## config.mk

```make
export PLATFORM = sky130hd
export DESIGN_NAME = civ_frame_transceiver_unit
export DESIGN_NICKNAME = d
export VERILOG_FILES = /design/src/design/cft_pkg.sv /design/src/design/civ_frame_transceiver_unit.sv /design/src/design/cft_core.sv /design/src/design/cft_res_fifo.sv
export SDC_FILE = /design/constraint.sdc
export NUM_CORES = 1
export LEC_CHECK = 0
export BUFFER_PORTS_ARGS = -buffer_cell sky130_fd_sc_hd__buf_2
export CORE_UTILIZATION = 37
export CTS_BUF_LIST = sky130_fd_sc_hd__clkbuf_8
export DETAILED_ROUTE_END_ITERATION = 10
export GPL_TIMING_DRIVEN = 0
export SLEW_MARGIN = 10
export SYNTH_ARGS = -nofsm -noshare
export SYNTH_HDL_FRONTEND = slang
export SYNTH_SLANG_ARGS = --single-unit
```

## constraint.sdc

```tcl
create_clock -name clk_i -period 7 [get_ports clk_i]
set_clock_uncertainty 0.15 [all_clocks]
set_input_delay 0.35 -clock clk_i [delete_from_list [all_inputs] [get_ports clk_i]]
set_output_delay 0.35 -clock clk_i [all_outputs]
set_load 0.02 [all_outputs]
```

## src/design/cft_pkg.sv

```systemverilog
`timescale 1ns / 1ps
package cft_pkg;

  localparam int FRAME_DEPTH = 13;
  localparam int POS_W       = $clog2(FRAME_DEPTH + 4);
  localparam int CNT_W       = $clog2(FRAME_DEPTH + 1);
  localparam int IDX_W       = $clog2(FRAME_DEPTH);

  localparam int RES_DEPTH   = 4;
  localparam int RES_PTR_W   = $clog2(RES_DEPTH);
  localparam int RES_CNT_W   = $clog2(RES_DEPTH + 1);

  localparam logic [7:0] PRE_BYTE = 8'hFE;
  localparam logic [7:0] END_BYTE = 8'hFD;

  localparam logic [1:0] REQ_LOAD    = 2'd0;
  localparam logic [1:0] REQ_START   = 2'd1;
  localparam logic [1:0] REQ_BUS     = 2'd2;
  localparam logic [1:0] REQ_TIMEOUT = 2'd3;

  localparam logic [1:0] KIND_TX   = 2'd0;
  localparam logic [1:0] KIND_BODY = 2'd1;
  localparam logic [1:0] KIND_END  = 2'd2;

  localparam logic [1:0] ST_OK       = 2'd0;
  localparam logic [1:0] ST_NO_RESP  = 2'd1;
  localparam logic [1:0] ST_OVERFLOW = 2'd2;

  localparam logic [1:0] CFG_TARGET = 2'd0;
  localparam logic [1:0] CFG_CTRL   = 2'd1;
  localparam logic [1:0] CFG_RETRY  = 2'd2;

  localparam logic [7:0] TARGET_RST = 8'h00;
  localparam logic [7:0] CTRL_RST   = 8'hE0;
  localparam logic [3:0] RETRY_RST  = 4'd4;

  typedef enum logic [6:0] {
    PH_IDLE       = 7'b0000001,
    PH_ECHO       = 7'b0000010,
    PH_DISCARD    = 7'b0000100,
    PH_HUNT       = 7'b0001000,
    PH_SKIP_PRE   = 7'b0010000,
    PH_CHK_TARGET = 7'b0100000,
    PH_RX_BODY    = 7'b1000000
  } phase_e;

  typedef struct packed {
    logic [1:0] req_type;
    logic [3:0] slot;
    logic [7:0] data_byte;
  } in_item_t;

  typedef struct packed {
    logic [1:0] out_kind;
    logic [7:0] out_byte;
    logic [1:0] status;
    logic [3:0] resp_count;
    logic       last;
  } res_item_t;

  // Results produced by one item: push_cnt is 0, 1 or 2.
  typedef struct packed {
    logic [1:0] push_cnt;
    res_item_t  r0;
    res_item_t  r1;
  } push_t;

  typedef struct packed {
    logic       en;
    logic [1:0] index;
    logic [7:0] data;
  } cfg_wr_t;

endpackage

```

## src/design/civ_frame_transceiver_unit.sv

```systemverilog
`timescale 1ns / 1ps
// Half-duplex frame engine for an echoing radio control bus.
// Input channel (in_valid_i/in_ready_o, in_data_i): load a command byte into
// a slot, start a frame, hand over a byte seen on the bus, or report a
// receive timeout. Output channel (out_valid_o/out_ready_i, out_data_o):
// bytes to transmit, response body bytes and one end result per transaction
// carrying the status and the response byte count.
// Configuration channel (cfg_valid_i/cfg_ready_o, cfg_index_i, cfg_data_i):
// target address, controller address and retry limit; always ready, and to
// be written only while no transaction is running.
// An accepted item is held in an input register, processed from there once
// the result queue has room, and its results are queued in a four-entry
// result queue; the first result is registered into the queue head.
// One item is taken per cycle while the result queue has room.
// An item may give two results (last body byte and overflow end), so the
// input register holds its item while the queue has fewer than two free
// entries; a stalled receiver thus backs up into in_ready_o without loss.
// Reset clears the queue, the state machine and the configuration registers
// to their defaults; the command store holds nothing until it is loaded.
module civ_frame_transceiver_unit import cft_pkg::*; (
  input  logic      clk_i,
  input  logic      rst_ni,
  input  logic      in_valid_i,
  output logic      in_ready_o,
  input  in_item_t  in_data_i,
  output logic      out_valid_o,
  input  logic      out_ready_i,
  output res_item_t out_data_o,
  input  logic      cfg_valid_i,
  output logic      cfg_ready_o,
  input  logic [1:0] cfg_index_i,
  input  logic [7:0] cfg_data_i
);

  in_item_t in_q;
  logic     in_vld_q;
  logic     room;
  logic     take;
  push_t    push;
  cfg_wr_t  cfg_wr;

  assign take        = in_vld_q && room;
  assign in_ready_o  = !in_vld_q || take;
  assign cfg_ready_o = 1'b1;

  assign cfg_wr.en    = cfg_valid_i;
  assign cfg_wr.index = cfg_index_i;
  assign cfg_wr.data  = cfg_data_i;

  always_ff @(posedge clk_i or negedge rst_ni) begin
    if (!rst_ni) begin
      in_vld_q <= 1'b0;
    end else if (in_ready_o) begin
      in_vld_q <= in_valid_i;
    end
  end

  always_ff @(posedge clk_i) begin
    if (in_ready_o && in_valid_i) in_q <= in_data_i;
  end

  cft_core u_core (
    .clk_i        (clk_i),
    .rst_ni       (rst_ni),
    .cfg_i        (cfg_wr),
    .item_valid_i (take),
    .item_i       (in_q),
    .push_o       (push)
  );

  cft_res_fifo u_res_fifo (
    .clk_i   (clk_i),
    .rst_ni  (rst_ni),
    .push_i  (push),
    .pop_i   (out_valid_o && out_ready_i),
    .valid_o (out_valid_o),
    .data_o  (out_data_o),
    .room_o  (room)
  );

endmodule

```

## src/design/cft_core.sv

```systemverilog
`timescale 1ns / 1ps
module cft_core import cft_pkg::*; (
  input  logic     clk_i,
  input  logic     rst_ni,
  input  cfg_wr_t  cfg_i,
  input  logic     item_valid_i,
  input  in_item_t item_i,
  output push_t    push_o
);

  logic [7:0]       target_q, ctrl_q;
  logic [3:0]       retry_q;
  logic [7:0]       store_q [FRAME_DEPTH];
  logic [7:0]       cmd0_q;
  phase_e           phase_q, phase_d;
  logic [POS_W-1:0] pos_q, pos_d;
  logic [7:0]       echo_q, echo_d;
  logic [3:0]       att_q, att_d;
  logic [CNT_W-1:0] body_q, body_d;

  logic             store_we;
  logic [7:0]       rx;
  logic [POS_W-1:0] rd_off;
  logic [POS_W-1:0] rd_nxt;
  logic [7:0]       store_rd_q;
  logic [CNT_W-1:0] body_inc;
  logic             do_begin;

  function automatic res_item_t mk_tx(input logic [7:0] b);
    res_item_t r;
    r = '0;
    r.out_kind = KIND_TX;
    r.out_byte = b;
    return r;
  endfunction

  function automatic res_item_t mk_end(input logic [1:0] st, input logic [3:0] cnt);
    res_item_t r;
    r = '0;
    r.out_kind   = KIND_END;
    r.status     = st;
    r.resp_count = cnt;
    r.last       = 1'b1;
    return r;
  endfunction

  assign rx       = (item_i.req_type == REQ_TIMEOUT) ? END_BYTE : item_i.data_byte;
  assign rd_off   = pos_q - POS_W'(3);
  assign rd_nxt   = pos_d - POS_W'(3);
  assign body_inc = body_q + CNT_W'(1);
  assign store_we = item_valid_i && (item_i.req_type == REQ_LOAD) && (phase_q == PH_IDLE)
                    && (32'(item_i.slot) < FRAME_DEPTH);

  always_comb begin
    phase_d  = phase_q;
    pos_d    = pos_q;
    echo_d   = echo_q;
    att_d    = att_q;
    body_d   = body_q;
    push_o   = '0;
    do_begin = 1'b0;

    if (item_valid_i) begin
      if (item_i.req_type == REQ_START) begin
        if (phase_q == PH_IDLE) begin
          att_d    = '0;
          do_begin = 1'b1;
        end
      end else if (item_i.req_type != REQ_LOAD) begin
        case (phase_q)
          PH_IDLE: begin
          end
          PH_ECHO: begin
            if (rx != echo_q) begin
              phase_d = PH_DISCARD;
            end else if (pos_q == POS_W'(0)) begin
              pos_d = POS_W'(1);
              echo_d = PRE_BYTE;
              push_o.push_cnt = 2'd1;
              push_o.r0 = mk_tx(PRE_BYTE);
            end else if (pos_q == POS_W'(1)) begin
              pos_d = POS_W'(2);
              echo_d = target_q;
              push_o.push_cnt = 2'd1;
              push_o.r0 = mk_tx(target_q);
            end else if (pos_q == POS_W'(2)) begin
              pos_d = POS_W'(3);
              echo_d = ctrl_q;
              push_o.push_cnt = 2'd1;
              push_o.r0 = mk_tx(ctrl_q);
            end else if (pos_q == POS_W'(3)) begin
              pos_d = POS_W'(4);
              echo_d = cmd0_q;
              push_o.push_cnt = 2'd1;
              push_o.r0 = mk_tx(cmd0_q);
            end else if ((echo_q != END_BYTE) && (32'(rd_off) < FRAME_DEPTH)) begin
              pos_d = pos_q + POS_W'(1);
              echo_d = store_rd_q;
              push_o.push_cnt = 2'd1;
              push_o.r0 = mk_tx(store_rd_q);
            end else if (cmd0_q <= 8'd1) begin
              // Commands that expect no reply end as soon as the frame is out.
              phase_d = PH_IDLE;
              push_o.push_cnt = 2'd1;
              push_o.r0 = mk_end(ST_OK, 4'd0);
            end else begin
              phase_d = PH_HUNT;
            end
          end
          PH_DISCARD: begin
            if (rx == END_BYTE) begin
              if (att_q != 4'd15) att_d = att_q + 4'd1;
              do_begin = 1'b1;
            end
          end
          PH_HUNT: begin
            if ((rx == END_BYTE) || (rx == PRE_BYTE)) phase_d = PH_SKIP_PRE;
          end
          PH_SKIP_PRE: begin
            if (rx != PRE_BYTE) begin
              if (rx != ctrl_q) begin
                if (att_q != 4'd15) att_d = att_q + 4'd1;
                do_begin = 1'b1;
              end else begin
                phase_d = PH_CHK_TARGET;
              end
            end
          end
          PH_CHK_TARGET: begin
            if (rx != target_q) begin
              if (att_q != 4'd15) att_d = att_q + 4'd1;
              do_begin = 1'b1;
            end else begin
              phase_d = PH_RX_BODY;
              body_d  = '0;
            end
          end
          PH_RX_BODY: begin
            if (rx == END_BYTE) begin
              phase_d = PH_IDLE;
              push_o.push_cnt = 2'd1;
              push_o.r0 = mk_end(ST_OK, 4'(body_q));
            end else begin
              body_d = body_inc;
              push_o.push_cnt = 2'd1;
              push_o.r0 = '0;
              push_o.r0.out_kind = KIND_BODY;
              push_o.r0.out_byte = rx;
              if (32'(body_inc) >= FRAME_DEPTH) begin
                phase_d = PH_IDLE;
                push_o.push_cnt = 2'd2;
                push_o.r1 = mk_end(ST_OVERFLOW, 4'(body_inc));
              end
            end
          end
          default: begin
            phase_d = PH_IDLE;
          end
        endcase
      end
    end

    // Start of a frame attempt, or giving up once the attempts are spent.
    if (do_begin) begin
      push_o.push_cnt = 2'd1;
      if (att_d >= retry_q) begin
        phase_d = PH_IDLE;
        push_o.r0 = mk_end(ST_NO_RESP, 4'd0);
      end else begin
        phase_d = PH_ECHO;
        pos_d = '0;
        echo_d = PRE_BYTE;
        push_o.r0 = mk_tx(PRE_BYTE);
      end
    end
  end

  always_ff @(posedge clk_i or negedge rst_ni) begin
    if (!rst_ni) begin
      phase_q <= PH_IDLE;
      pos_q   <= '0;
      echo_q  <= '0;
      att_q   <= '0;
      body_q  <= '0;
    end else begin
      phase_q <= phase_d;
      pos_q   <= pos_d;
      echo_q  <= echo_d;
      att_q   <= att_d;
      body_q  <= body_d;
    end
  end

  always_ff @(posedge clk_i or negedge rst_ni) begin
    if (!rst_ni) begin
      target_q <= TARGET_RST;
      ctrl_q   <= CTRL_RST;
      retry_q  <= RETRY_RST;
    end else if (cfg_i.en) begin
      case (cfg_i.index)
        CFG_TARGET: target_q <= cfg_i.data;
        CFG_CTRL:   ctrl_q   <= cfg_i.data;
        CFG_RETRY:  retry_q  <= cfg_i.data[3:0];
        default: begin
        end
      endcase
    end
  end

  // The first command byte is kept apart so the store needs one read port only.
  always_ff @(posedge clk_i) begin
    if (store_we) begin
      store_q[IDX_W'(item_i.slot)] <= item_i.data_byte;
      if (item_i.slot == 4'd0) cmd0_q <= item_i.data_byte;
    end
    // The byte for the position about to be held is read ahead, so it is ready
    // when that position's echo comes back.
    if (32'(rd_nxt) < FRAME_DEPTH) store_rd_q <= store_q[IDX_W'(rd_nxt)];
  end

endmodule

```

## src/design/cft_res_fifo.sv

```systemverilog
`timescale 1ns / 1ps
module cft_res_fifo import cft_pkg::*; (
  input  logic      clk_i,
  input  logic      rst_ni,
  input  push_t     push_i,
  input  logic      pop_i,
  output logic      valid_o,
  output res_item_t data_o,
  output logic      room_o
);

  res_item_t            mem_q [RES_DEPTH];
  res_item_t            head_q;
  logic [RES_PTR_W-1:0] wp_q, rp_q;
  logic [RES_CNT_W-1:0] cnt_q;
  logic [RES_PTR_W-1:0] wp_next;
  logic [RES_PTR_W-1:0] rp_d;

  assign wp_next = wp_q + RES_PTR_W'(1);
  assign rp_d    = rp_q + RES_PTR_W'(pop_i);
  assign valid_o = (cnt_q != '0);
  assign data_o  = head_q;
  // Room for the worst case of two results from one item.
  assign room_o  = (32'(cnt_q) <= RES_DEPTH - 2);

  always_ff @(posedge clk_i) begin
    if (push_i.push_cnt != 2'd0) mem_q[wp_q] <= push_i.r0;
    if (push_i.push_cnt == 2'd2) mem_q[wp_next] <= push_i.r1;
    // The head is read ahead; when the queue runs empty the first pushed
    // result goes straight to the head.
    if ((push_i.push_cnt != 2'd0) && (cnt_q == RES_CNT_W'(pop_i))) begin
      head_q <= push_i.r0;
    end else begin
      head_q <= mem_q[rp_d];
    end
  end

  always_ff @(posedge clk_i or negedge rst_ni) begin
    if (!rst_ni) begin
      wp_q  <= '0;
      rp_q  <= '0;
      cnt_q <= '0;
    end else begin
      wp_q  <= wp_q + RES_PTR_W'(push_i.push_cnt);
      rp_q  <= rp_d;
      cnt_q <= cnt_q + RES_CNT_W'(push_i.push_cnt) - RES_CNT_W'(pop_i);
    end
  end

endmodule

```

==> qor.yml <==
outcome:
  run_status: "complete, no violations"
power_and_ir_drop:
  total_power_mw: 4.601
  vdd_ir_drop_max_mv: 0.1787
  cellPowerDensity_mw_per_mm2: 312.4
  leakage_nw: 5.607
drt:
  final_antenna_net_count: 0
  routed_wl_per_cell_um: 18.62
  detailroute.via_count: 8962
  drtIter0Drc: 703
  detail_route.vias_per_cell: 5.347
  drc: 0
  routed_wl_um: 31200
  total_iterations_of_the_first_detailed_routing_run: 6
final_layout:
  multiInputGateArea_mm2: 0.005231
  final_nets: 1243
  flow.area_growth_from_synthesis_pct: 17.05
  layout_commonest_cell: "edfxtp_1"
  area.sequential_mm2: 0.007033
  final_core_util_pct: 43.93
  final_cell_mix: "150 x edfxtp_1, 132 x nand2_1, 80 x o21ai_0"
  post_route_cells_drive_above_1_share_pct: 20.29
  layout.cells.non_filler: 1676
  final.fill_count: 3153
  finish.instance_area_mm2: 0.01473
floorplanning:
  core_region_area_mm2: 0.03353
  die-area_mm2: 0.03475
  core.rowCount: 67
  die_width_um: 186.4
  die_height_um: 186.4
  top_level_ports: 49
  initial_core_util_pct: 37.53
sta:
  highest_clock_rate_mhz: 148.6
  worst_slew_margin_rel_pct: 20.47
  fin_crit_sh_pct: 96.13
  tightest_slew_ps: 1184
  final_hold_viol_count: 0
  finalSetupViolCount: 0
  timing.hold.ws_ps: 67.66
  finalWorstSetupSlack_ps: 270.7
  finalCriticalPeriod_ps: 6729
  finalMaxSlewViolations: 0
  fin_setup_tns_ps: 0
yosys:
  synthDistinctLibCells: 80
  syn_nets: 1112
  ys_seq_area_share_pct: 55.89
  synthCells: 1064
  syn-cell-area_mm2: 0.01258
  ys_async_sr_fraction_pct: 21.37
  synthesis.yosys.warnings: 0
  postSynthAreaPerCell_um2: 11.83
  synth_edf_count: 150
  synth_ff_type: "edfxtp_1"
  ys_seq_elements: 262
global_route:
  number_of_antenna_violations_at_the_first_check_in_global_routing: 0
  total_congestion_overflow: 0
  gr-usage-all-layers_pct: 18.09
  grt_pass1_wl_um: 49320
  grt_max_degree: 57
  first_global_vias: 8859
setup_path:
  critical_path.max_fanout: 10
  worstSetupEndpointType: "register"
  critical_path.reg2reg.startpoint: "in_q[12]"
  timing.rr.end: "u_core.store_rd_q[0]"
  timing.critical_path.from_type: "register"
  path_class: "register to register"
  required_ps: 7180
  r2r.worst_path.cells: 25
  critical_path_at_ps: 6910
  ff2ff_setup_slack_ps: 270
placement:
  placed_cells_incl_taps: 1561
  detailed_place.area_mm2: 0.01342
  place.detailed.hpwl_um: 21060
  gp_routability_congestion: 0.8376
  place_worst_setup_slack_ps: -1770
  numPortBuffers: 47
worst_hold_path:
  hold_path_startpoint: "cfg_index_i[1]"
  hold_path_class: "input pin to register"
  worst_hold_path.endpoint: "u_core.target_q[7]"
  worst_hold_path.num_cells: 3
cts:
  clock_tree.htree_level_count: 2
  cts_tree: "yes"
  clock_sinks: 262
  tritoncts_buffers: 46
  cts.root.buffer_cell: "clkbuf_8"
  clk_pin_slew_worst_paths_ps: 60
  clock_insertion_delay_worst_skew_ps: 610
  cts_buffer_depth: 3
job:
  cap_viol_max_count: 0
-- worst max path at each step --
stage               startpoint                   end  slack (ps)  cells past startpoint
floorplan              in_q[0]  u_core.store_rd_q[0]         680                     27
global placement       in_q[5]  u_core.store_rd_q[0]       -1770                     27
detailed placement     in_q[5]  u_core.store_rd_q[4]       -1770                     27
CTS                   in_q[12]  u_core.store_rd_q[0]          10                     27
global route           in_q[1]  u_core.store_rd_q[7]         -10                     26
finish                in_q[12]  u_core.store_rd_q[0]         270                     25
-- flip-flops by register name (all words and copies together) (netlist names) --
register / cells
u_core.att_q: 4
u_res_fifo.wp_q: 2
u_core.echo_q: 8
in_q: 14
u_core.phase_q: 7
u_core.retry_q: 4
in_vld_q: 1
u_core.target_q: 8
u_res_fifo.mem_q: 64
u_core.pos_q: 5
u_core.cmd0_q: 7
u_core.store_rd_q: 8
u_core.body_q: 4
u_core.store_q: 97
u_res_fifo.cnt_q: 3
u_core.ctrl_q: 8
u_res_fifo.rp_q: 2
u_res_fifo.data_o: 16
-- layout make-up --
| cell class | count | area share (%) |
|---|---|---|
| flip-flops and latches | 262 | 47.74 |
| plain buffers | 58 | 2.039 |
| clock buffers | 51 | 4.765 |
| repair buffers | 87 | 4.103 |
| inverters | 31 | 0.7899 |
| multi-input cells | 709 | 35.51 |
| well taps | 448 | 3.805 |
| clock inverters | 29 | 1.223 |
| diodes | 1 | 0.01699 |
-- metal layers --
metal	vias to the layer above	wire length, um	share of wire, %	GRT usage, %
met1	4381	14050	45	24.52
met4	0	574	1.8	5.785
met2	284	14870	48	29.25
li1	4251	-	-	-
met3	46	1708	5.5	3.404
met5	-	0	0	0
-- where the power goes --
part,internal (mW),total [mW],switching (mW)
Sequential,1.88,2.03,0.145
Clock,0.714,1.36,0.648
Combinational,0.513,1.21,0.701
-- what timing repair did --
action | 4_1_cts | 5_1_grt
cloned | 0 | 0
hold endpoints to repair | 86 | 0
setup endpoints to repair | 16 | 16
buffers inserted | 12 | 0
pin swaps | 1 | 0
hold buffers | 26 | 0
resized for setup | 11 | 14
-- Yosys cell counts, types with 4 or more instances --
master    count  area, um2
ha_1         18      225.2
mux2i_1      41      410.4
o21ai_0      81      405.4
nor2_1       52      195.2
a22oi_1       9      67.56
o311ai_0      5      43.79
edfxtp_1    150       4504
mux2_2       21      236.5
dfxtp_1      56       1121
mux4_2       40      900.9
inv_1        30      112.6
dfrtp_1      51       1276
a31oi_1       4      25.02
a21oi_1      61      305.3
clkbuf_1     40      150.1
and3_1        8      50.05
xor2_1        8      70.07
nor4bb_1      8      80.08
nand2_1     132      495.5
buf_4         7      52.55
nor2b_1       5      31.28
nand3_1      23      115.1
o211ai_1      6      45.04
o32ai_1       4      35.03
nand2b_1     18      112.6
buf_2         9      45.04
nand4_1       9      56.30
xnor2_1      16      140.1
nand3b_1      4      30.03
nor4_1       11      68.82
buf_6         4      45.04
o22ai_1      23      143.9
nor3_1       20      100.1
dfstp_2       5      131.4
o31ai_1       5      37.54
and2_1        7      43.79
-- cells by family (layout without fill, tap and decap cells) --
group	Yosys count	after routing	share of synthesized area, %
simple gates	327	327	13.26
flops	262	262	55.89
compound gates	235	235	11.46
mux	102	102	12.30
buf+inv	93	256	3.311
xor+xnor	25	25	1.800
fa+ha+maj	19	19	1.949
other cells	1	2	0.02980
-- critical path, cell delays in order, from the launching register on --
cell and delay [ps]:
edfxtp_1 510, and2_4 230, buf_2 180, clkbuf_2 240, o21ai_0 270, nand4_1 220
and2_1 240, a221oi_1 400, nor2_1 100, o21a_1 180, o21ai_0 160, nand2_1 120
ha_1 310, a21oi_1 120, o21ai_0 190, nor3_1 170, a21oi_1 130, a21oi_4 270
clkbuf_2 280, clkbuf_2 310, a21oi_1 100, ha_2 490, clkbuf_4 300, mux4_2 350
mux2i_1 290, a22oi_1 120
No activity file was read; power rests on OpenSTA's default activity.
